--- src/rtl/uer_pkg.sv ---
`timescale 1ns / 1ps

package uer_pkg;

    // Field widths
    localparam int unsigned CountWidth  = 16;
    localparam int unsigned CfgWidth    = 16;
    localparam int unsigned CfgIdxWidth = 2;

    // Defaults
    localparam int unsigned TriggerTicksDefault = 10;
    localparam logic [CfgWidth-1:0] TimeoutReset  = 16'd30000;
    localparam logic [CfgWidth-1:0] MinCentiReset = 16'd200;
    localparam logic [CfgWidth-1:0] MaxCentiReset = 16'd40000;

    // Register indexes on the configuration port
    localparam logic [CfgIdxWidth-1:0] REG_TIMEOUT   = 2'd0;
    localparam logic [CfgIdxWidth-1:0] REG_MIN_CENTI = 2'd1;
    localparam logic [CfgIdxWidth-1:0] REG_MAX_CENTI = 2'd2;

    // Result status codes
    localparam logic [1:0] ST_OK       = 2'd0;
    localparam logic [1:0] ST_NO_RISE  = 2'd1;
    localparam logic [1:0] ST_NO_FALL  = 2'd2;
    localparam logic [1:0] ST_RANGE    = 2'd3;

    // Scaled product width: a 16-bit width times 17
    localparam int unsigned ProdWidth  = 21;
    // Ten times a 16-bit limit
    localparam int unsigned LimitWidth = 20;
    // Reciprocal of ten, exact for products below 2**22
    localparam int unsigned Div10Shift = 24;
    localparam logic [ProdWidth-1:0] Div10Mul = 21'd1677722;

    typedef struct packed {
        logic [CfgWidth-1:0] timeout_us;
        logic [CfgWidth-1:0] min_centi;
        logic [CfgWidth-1:0] max_centi;
    } cfg_t;

    typedef struct packed {
        logic                  trig_out;
        logic                  busy_res;
        logic                  done_res;
        logic [1:0]            status;
        logic [CountWidth-1:0] distance_centi;
        logic [CountWidth-1:0] echo_width_us;
    } res_t;

endpackage

--- src/rtl/uer_range.sv ---
`timescale 1ns / 1ps

module uer_range
    import uer_pkg::*;
(
    input  logic [CountWidth-1:0] width_us,
    input  cfg_t                  cfg,
    output logic                  out_of_range,
    output logic [CountWidth-1:0] distance_centi
);

    logic [ProdWidth-1:0]            prod;
    logic [LimitWidth-1:0]           lo_lim;
    logic [LimitWidth-1:0]           hi_lim;
    logic [2*ProdWidth-1:0]          scaled;

    // Scale width by 17 with a shift and add
    assign prod = {1'b0, width_us, 4'b0000} + {{(ProdWidth-CountWidth){1'b0}}, width_us};

    // Limits times ten as shifts and adds
    assign lo_lim = {1'b0, cfg.min_centi, 3'b000} + {3'b000, cfg.min_centi, 1'b0};
    assign hi_lim = {1'b0, cfg.max_centi, 3'b000} + {3'b000, cfg.max_centi, 1'b0};

    assign out_of_range = (prod < {1'b0, lo_lim}) || (prod > {1'b0, hi_lim});

    // Divide by ten through the reciprocal
    assign scaled         = prod * Div10Mul;
    assign distance_centi = scaled[Div10Shift +: CountWidth];

endmodule

--- src/rtl/uer_core.sv ---
`timescale 1ns / 1ps

module uer_core
    import uer_pkg::*;
#(
    parameter int unsigned TRIGGER_TICKS = TriggerTicksDefault
)
(
    input  logic clk,
    input  logic rst_n,
    input  logic advance,
    input  logic start_req,
    input  logic echo,
    input  cfg_t cfg,
    output res_t res
);

    typedef enum logic [1:0] {
        PH_IDLE,
        PH_TRIG,
        PH_RISE,
        PH_FALL
    } phase_t;

    localparam logic [CountWidth-1:0] TrigLimit = CountWidth'(TRIGGER_TICKS);
    localparam logic [CountWidth-1:0] CountMax  = {CountWidth{1'b1}};

    phase_t                phase_reg, phase_next;
    logic [CountWidth-1:0] tick_reg, tick_next;
    logic [CountWidth-1:0] rise_reg, rise_next;
    res_t                  res_reg, res_next;

    logic [CountWidth-1:0] tick_inc;
    logic [CountWidth-1:0] width_us;
    logic                  out_of_range;
    logic [CountWidth-1:0] distance_centi;
    logic                  timed_out;

    // Saturating count and wait timeout
    assign tick_inc  = (tick_reg == CountMax) ? tick_reg : tick_reg + 1'b1;
    assign timed_out = tick_reg > cfg.timeout_us;
    assign width_us  = tick_reg - rise_reg;

    uer_range u_range (
        .width_us       (width_us),
        .cfg            (cfg),
        .out_of_range   (out_of_range),
        .distance_centi (distance_centi)
    );

    // One tick of the ranging sequence
    always_comb
    begin
        phase_next = phase_reg;
        tick_next  = tick_reg;
        rise_next  = rise_reg;
        res_next   = '0;
        case (phase_reg)
            PH_IDLE:
            begin
                if (start_req)
                begin
                    res_next.trig_out = 1'b1;
                    res_next.busy_res = 1'b1;
                    if (TrigLimit <= CountWidth'(1))
                    begin
                        phase_next = PH_RISE;
                        tick_next  = '0;
                    end
                    else
                    begin
                        phase_next = PH_TRIG;
                        tick_next  = CountWidth'(1);
                    end
                end
            end
            PH_TRIG:
            begin
                res_next.trig_out = 1'b1;
                res_next.busy_res = 1'b1;
                if (tick_inc >= TrigLimit)
                begin
                    phase_next = PH_RISE;
                    tick_next  = '0;
                end
                else
                begin
                    tick_next = tick_inc;
                end
            end
            PH_RISE:
            begin
                res_next.busy_res = 1'b1;
                if (echo)
                begin
                    rise_next  = tick_reg;
                    phase_next = PH_FALL;
                    tick_next  = tick_inc;
                end
                else if (timed_out)
                begin
                    res_next.done_res = 1'b1;
                    res_next.status   = ST_NO_RISE;
                    phase_next        = PH_IDLE;
                end
                else
                begin
                    tick_next = tick_inc;
                end
            end
            PH_FALL:
            begin
                res_next.busy_res = 1'b1;
                if (!echo)
                begin
                    res_next.done_res      = 1'b1;
                    res_next.echo_width_us = width_us;
                    if (out_of_range)
                    begin
                        res_next.status = ST_RANGE;
                    end
                    else
                    begin
                        res_next.status         = ST_OK;
                        res_next.distance_centi = distance_centi;
                    end
                    phase_next = PH_IDLE;
                end
                else if (timed_out)
                begin
                    res_next.done_res = 1'b1;
                    res_next.status   = ST_NO_FALL;
                    phase_next        = PH_IDLE;
                end
                else
                begin
                    tick_next = tick_inc;
                end
            end
            default:
            begin
                phase_next = PH_IDLE;
            end
        endcase
    end

    // Hold state and the result beat; advance only when the beat moves on
    always_ff @(posedge clk or negedge rst_n)
    begin
        if (!rst_n)
        begin
            phase_reg <= PH_IDLE;
            tick_reg  <= '0;
            rise_reg  <= '0;
            res_reg   <= '0;
        end
        else if (advance)
        begin
            phase_reg <= phase_next;
            tick_reg  <= tick_next;
            rise_reg  <= rise_next;
            res_reg   <= res_next;
        end
    end

    assign res = res_reg;

endmodule

--- src/rtl/ultrasonic_echo_ranger_top.sv ---
`timescale 1ns / 1ps

// Pulse-echo range finder clocked by one input beat per microsecond tick.
// Each input beat (start request and sampled echo level) gives exactly one
// result beat: trigger level, busy and done flags, status, distance in
// hundredths of a centimetre and echo width in ticks. A beat passes through
// an input register and then a result register, from which its result is
// offered to the output; one beat is accepted every cycle while the output
// side keeps taking results, the whole tick step being a single pass of the
// core logic. Write timeout_us, min_centi and max_centi (indexes 0 to 2) only
// while no beat is in flight; writes to index 3 are ignored.
module ultrasonic_echo_ranger_top
    import uer_pkg::*;
#(
    parameter int unsigned TRIGGER_TICKS = TriggerTicksDefault
)
(
    input  logic                   clk,
    input  logic                   rst_n,

    input  logic                   in_valid,
    output logic                   in_ready,
    input  logic                   start_req,
    input  logic                   echo,

    output logic                   out_valid,
    input  logic                   out_ready,
    output logic                   trig_out,
    output logic                   busy_res,
    output logic                   done_res,
    output logic [1:0]             status,
    output logic [CountWidth-1:0]  distance_centi,
    output logic [CountWidth-1:0]  echo_width_us,

    input  logic                   cfg_we,
    input  logic [CfgIdxWidth-1:0] cfg_index,
    input  logic [CfgWidth-1:0]    cfg_wdata
);

    cfg_t cfg_reg;
    logic in_valid_reg;
    logic start_reg;
    logic echo_reg;
    logic out_valid_reg;
    logic advance;
    res_t res;

    // Move the held input beat into the result register when it is free
    assign advance  = in_valid_reg && (!out_valid_reg || out_ready);
    assign in_ready = !in_valid_reg || advance;

    // Configuration registers
    always_ff @(posedge clk or negedge rst_n)
    begin
        if (!rst_n)
        begin
            cfg_reg.timeout_us <= TimeoutReset;
            cfg_reg.min_centi  <= MinCentiReset;
            cfg_reg.max_centi  <= MaxCentiReset;
        end
        else if (cfg_we)
        begin
            case (cfg_index)
                REG_TIMEOUT:   cfg_reg.timeout_us <= cfg_wdata;
                REG_MIN_CENTI: cfg_reg.min_centi  <= cfg_wdata;
                REG_MAX_CENTI: cfg_reg.max_centi  <= cfg_wdata;
                default:       ;
            endcase
        end
    end

    // Input register
    always_ff @(posedge clk or negedge rst_n)
    begin
        if (!rst_n)
        begin
            in_valid_reg <= 1'b0;
        end
        else if (in_valid && in_ready)
        begin
            in_valid_reg <= 1'b1;
        end
        else if (advance)
        begin
            in_valid_reg <= 1'b0;
        end
    end

    always_ff @(posedge clk)
    begin
        if (in_valid && in_ready)
        begin
            start_reg <= start_req;
            echo_reg  <= echo;
        end
    end

    // Result beat valid flag
    always_ff @(posedge clk or negedge rst_n)
    begin
        if (!rst_n)
        begin
            out_valid_reg <= 1'b0;
        end
        else if (advance)
        begin
            out_valid_reg <= 1'b1;
        end
        else if (out_ready)
        begin
            out_valid_reg <= 1'b0;
        end
    end

    uer_core #(
        .TRIGGER_TICKS (TRIGGER_TICKS)
    ) u_core (
        .clk       (clk),
        .rst_n     (rst_n),
        .advance   (advance),
        .start_req (start_reg),
        .echo      (echo_reg),
        .cfg       (cfg_reg),
        .res       (res)
    );

    assign out_valid      = out_valid_reg;
    assign trig_out       = res.trig_out;
    assign busy_res       = res.busy_res;
    assign done_res       = res.done_res;
    assign status         = res.status;
    assign distance_centi = res.distance_centi;
    assign echo_width_us  = res.echo_width_us;

endmodule

--- config.mk ---
export PLATFORM = sky130hd
export DESIGN_NAME = ultrasonic_echo_ranger_top
export DESIGN_NICKNAME = d
export VERILOG_FILES = /design/src/rtl/uer_pkg.sv /design/src/rtl/uer_range.sv /design/src/rtl/uer_core.sv /design/src/rtl/ultrasonic_echo_ranger_top.sv
export SDC_FILE = /design/constraint.sdc
export NUM_CORES = 1
export LEC_CHECK = 0
export ABC_CLOCK_PERIOD_IN_PS = 16700
export BUFFER_PORTS_ARGS = -buffer_cell sky130_fd_sc_hd__buf_2
export CELL_PAD_IN_SITES_DETAIL_PLACEMENT = 1
export CELL_PAD_IN_SITES_GLOBAL_PLACEMENT = 2
export CORE_ASPECT_RATIO = 0.5
export CORE_MARGIN = 4
export CORE_UTILIZATION = 30
export DETAILED_ROUTE_END_ITERATION = 7
export GPL_ROUTABILITY_DRIVEN = 0
export PLACE_DENSITY_LB_ADDON = 0.1
export SLEW_MARGIN = 10
export SYNTH_ARGS = -nofsm -noshare
export SYNTH_HDL_FRONTEND = slang
export SYNTH_SLANG_ARGS = --single-unit
export TNS_END_PERCENT = 10
--- constraint.sdc ---
create_clock -name clk -period 16.7 [get_ports clk]
set_input_delay 3.34 -clock clk [delete_from_list [all_inputs] [get_ports clk]]
set_output_delay 3.34 -clock clk [all_outputs]
set_load 0.02 [all_outputs]
==> impl_metrics.py <==
metrics = {
    "worst_setup_path": {
        "setup.worst_path.start": "u_core.tick_reg[0]",
        "ff2ff_path_depth": 39,
        "rr_endpoint": "u_core.res[31]",
        "critical_path_class": "register to register",
        "critical_path.endpoint": "u_core.res[31]",
        "regToRegStartpoint": "u_core.tick_reg[0]",
        "cpPeakStageDelay_ps": 670,
        "cp_slowest_cell": "xnor2_1",
        "critPathMaxFanout": 11,
        "end_kind": "register",
        "startpoint_type": "register",
        "reg2reg_setup_slack_ps": 5190,
        "cpMostUsedCell": "inv_1",
        "critPathArrivalTime_ps": 11830,
        "cp.required_ps": 17010,
    },
    "route": {
        "viasPerCell": 4.91,
        "firstDrtPassIters": 5,
        "drt-total-wl_um": 52800,
        "antenna_left": 0,
        "met1_length_um": 27000,
        "drtIter0Drc": 504,
        "maxUsedRoutingLayer": "met4",
        "met2WireLength_um": 23800,
        "wl_met3_um": 1120,
        "vias": 12604,
        "drc": 0,
        "wl_per_cell_um": 20.6,
    },
    "synth": {
        "ys_types": 86,
        "ys_warn_count": 0,
        "yosysTopAreaCell": "ha_1",
        "ys_top_cells_by_area": "ha_1 (22%), fa_1 (18%), dfrtp_1 (16%)",
        "synth_nets": 2220,
        "seq_area_frac_synth": 0.187,
        "ys_async_sr_fraction": 0.984,
        "muxShareOfSynthArea": 0.0311,
        "synth_seq_cells": 123,
        "synth_top_area_share": 0.220,
        "mappedNetlistArea_sq_um": 16600,
        "syn_avg_cell_area_sq_um": 9.48,
        "synthAdderAreaFrac": 0.403,
        "synth_simple_gate_area_share": 0.0993,
        "synth_flop_cell": "dfrtp_1",
        "synth-compound-area-share": 0.149,
        "syn_inst": 1751,
        "synth-xor-area-share": 0.0436,
        "synth_edf_count": 2,
        "synth_top_family_by_area": "adder cells",
    },
    "grt": {
        "grt_pass1_wl_um": 83000,
        "grt_overflow": 0,
        "grt_max_degree": 64,
        "grt_use_total": 0.182,
        "antenna_found_initial": 1,
        "grt_pass1_vias": 13830,
    },
    "finish": {
        "antennaDiodeCount": 0,
        "layout.cells.non_filler": 2568,
        "utilization": 0.340,
        "drive_gt1_frac": 0.120,
        "syn2layout_area_growth_pct": 10.9,
        "largest_reg_flops": 48,
        "nets": 2280,
    },
    "cts": {
        "cts_resized": 0,
        "postCtsSetupRepairBufs": 0,
        "clkTransAtPathRegs_ps": 60,
        "cts_hold_buffers": 0,
        "numCtsBuffers": 17,
        "clock_path_buffers": 2,
        "cts_tree": "done",
        "cts_root_buf": "clkbuf_16",
        "cts_num_sinks": 123,
        "htree_levels": 4,
        "clk_latency_ps": 450,
    },
    "sta": {
        "hold_viol_final": 0,
        "tns_ps": 0,
        "finalSetupViolCount": 0,
        "rsz0062_at_grt": "false",
        "period_share": 0.689,
        "skew_ps": 17.7,
        "fmax_ghz": 0.0869,
        "period_needed_ps": 11510,
        "holdWs_ps": 472,
        "slew_headroom": 0.307,
        "tightest_slew_ps": 1040,
        "slew_violations": 0,
    },
    "floorplanning": {
        "fp.coreArea_sq_um": 54200,
        "initial_core_util": 0.306,
        "chipHeight_um": 174,
        "num_rows": 60,
        "fp.dieW_um": 341,
        "dieArea_sq_um": 59400,
        "ioPinCount": 64,
    },
    "placed_design": {
        "port_buffers": 63,
        "dpl.hpwl_um": 44500,
        "place_inst": 2536,
    },
    "flow_run": {
        "drv_cap": 0,
    },
    "hold_path": {
        "hold_path.class": "register to register",
    },
    "status": {
        "status": "finished, final reports clean",
    },
}
[cell type report]
type,instances,area [sq um]
clock inverters,14,158
flip-flops and latches,123,3110
fillers,6273,35800
clock buffers,18,429
inverters,332,1250
multi-input cells,1258,12100
well taps,744,931
repair buffers,79,438
[worst min path at each step]
stage	startpoint	end	slack (ps)	depth (start not counted)
detailed placement	u_core.res[34]	u_core.res[34]	460	2
global route	u_core.res[27]	u_core.res[27]	490	2
floorplan	u_core.rise_reg[11]	u_core.rise_reg[11]	450	2
finish	u_core.res[34]	u_core.res[34]	470	2
global placement	u_core.res[34]	u_core.res[34]	460	2
CTS	u_core.res[34]	u_core.res[34]	480	2
[stage by stage]
step / setup WS [ps] / area [sq um]
5_1_grt: 4400 / 18400
3_3_place_gp: 5440 / 17800
4_1_cts: 5140 / 18400
2_1_floorplan: 6670 / 16600
6_report: 5190 / 18400
3_5_place_dp: 5170 / 17800
[layout by cell type (no fill, tap or decap), types with 26 or more instances in the layout]
master / netlist / layout
a21oi_1: 84 / 84
buf_2: 10 / 62
nand3_1: 34 / 34
nand2_1: 98 / 97
a21o_1: 40 / 40
nor2_1: 63 / 63
ha_1: 292 / 292
xnor2_1: 59 / 55
dfrtp_1: 106 / 106
inv_1: 329 / 329
o21ai_0: 86 / 86
mux2_2: 44 / 44
nor3_1: 26 / 26
fa_1: 152 / 152
[layer usage]
| layer | GRT usage | up-vias |
|---|---|---|
| li1 | - | 6057 |
| met1 | 0.265 | 6383 |
| met2 | 0.290 | 117 |
| met3 | 0.0208 | 47 |
| met4 | 0.0408 | 0 |
| met5 | 0 | - |
[synth_stat cells, drive strengths merged (22+ instances only)]
cell and n:
clkbuf 22, o31ai 26, o21ai 91, mux2 45, nand3 34, nor3 28, nand2 98, a21o 40
a21oi 88, dfrtp 106, fa 152, nor2 64, xnor2 61, inv 332, ha 292
[worst max-delay path, delay by kind of cell, from the launching register on]
family | cells | cell delay, ps
fa+ha+maj | 11 | 4650
compound gates | 17 | 4010
xor+xnor | 3 | 1320
buf+inv | 7 | 700
flops | 1 | 440
simple gates | 1 | 220
[logic make-up after synthesis]
logic type                 count (synthesis)
DFF                                      123
xor gates and xnor gates                  81
and+or+nand+nor                          330
AOI/OAI and AO/OA                        357
adders and majority gates                444
buffers and inverters                    370
muxes                                     46
Power is not shown: default switching activity piles up to over one toggle a cycle in this logic, so the estimate is an artifact.
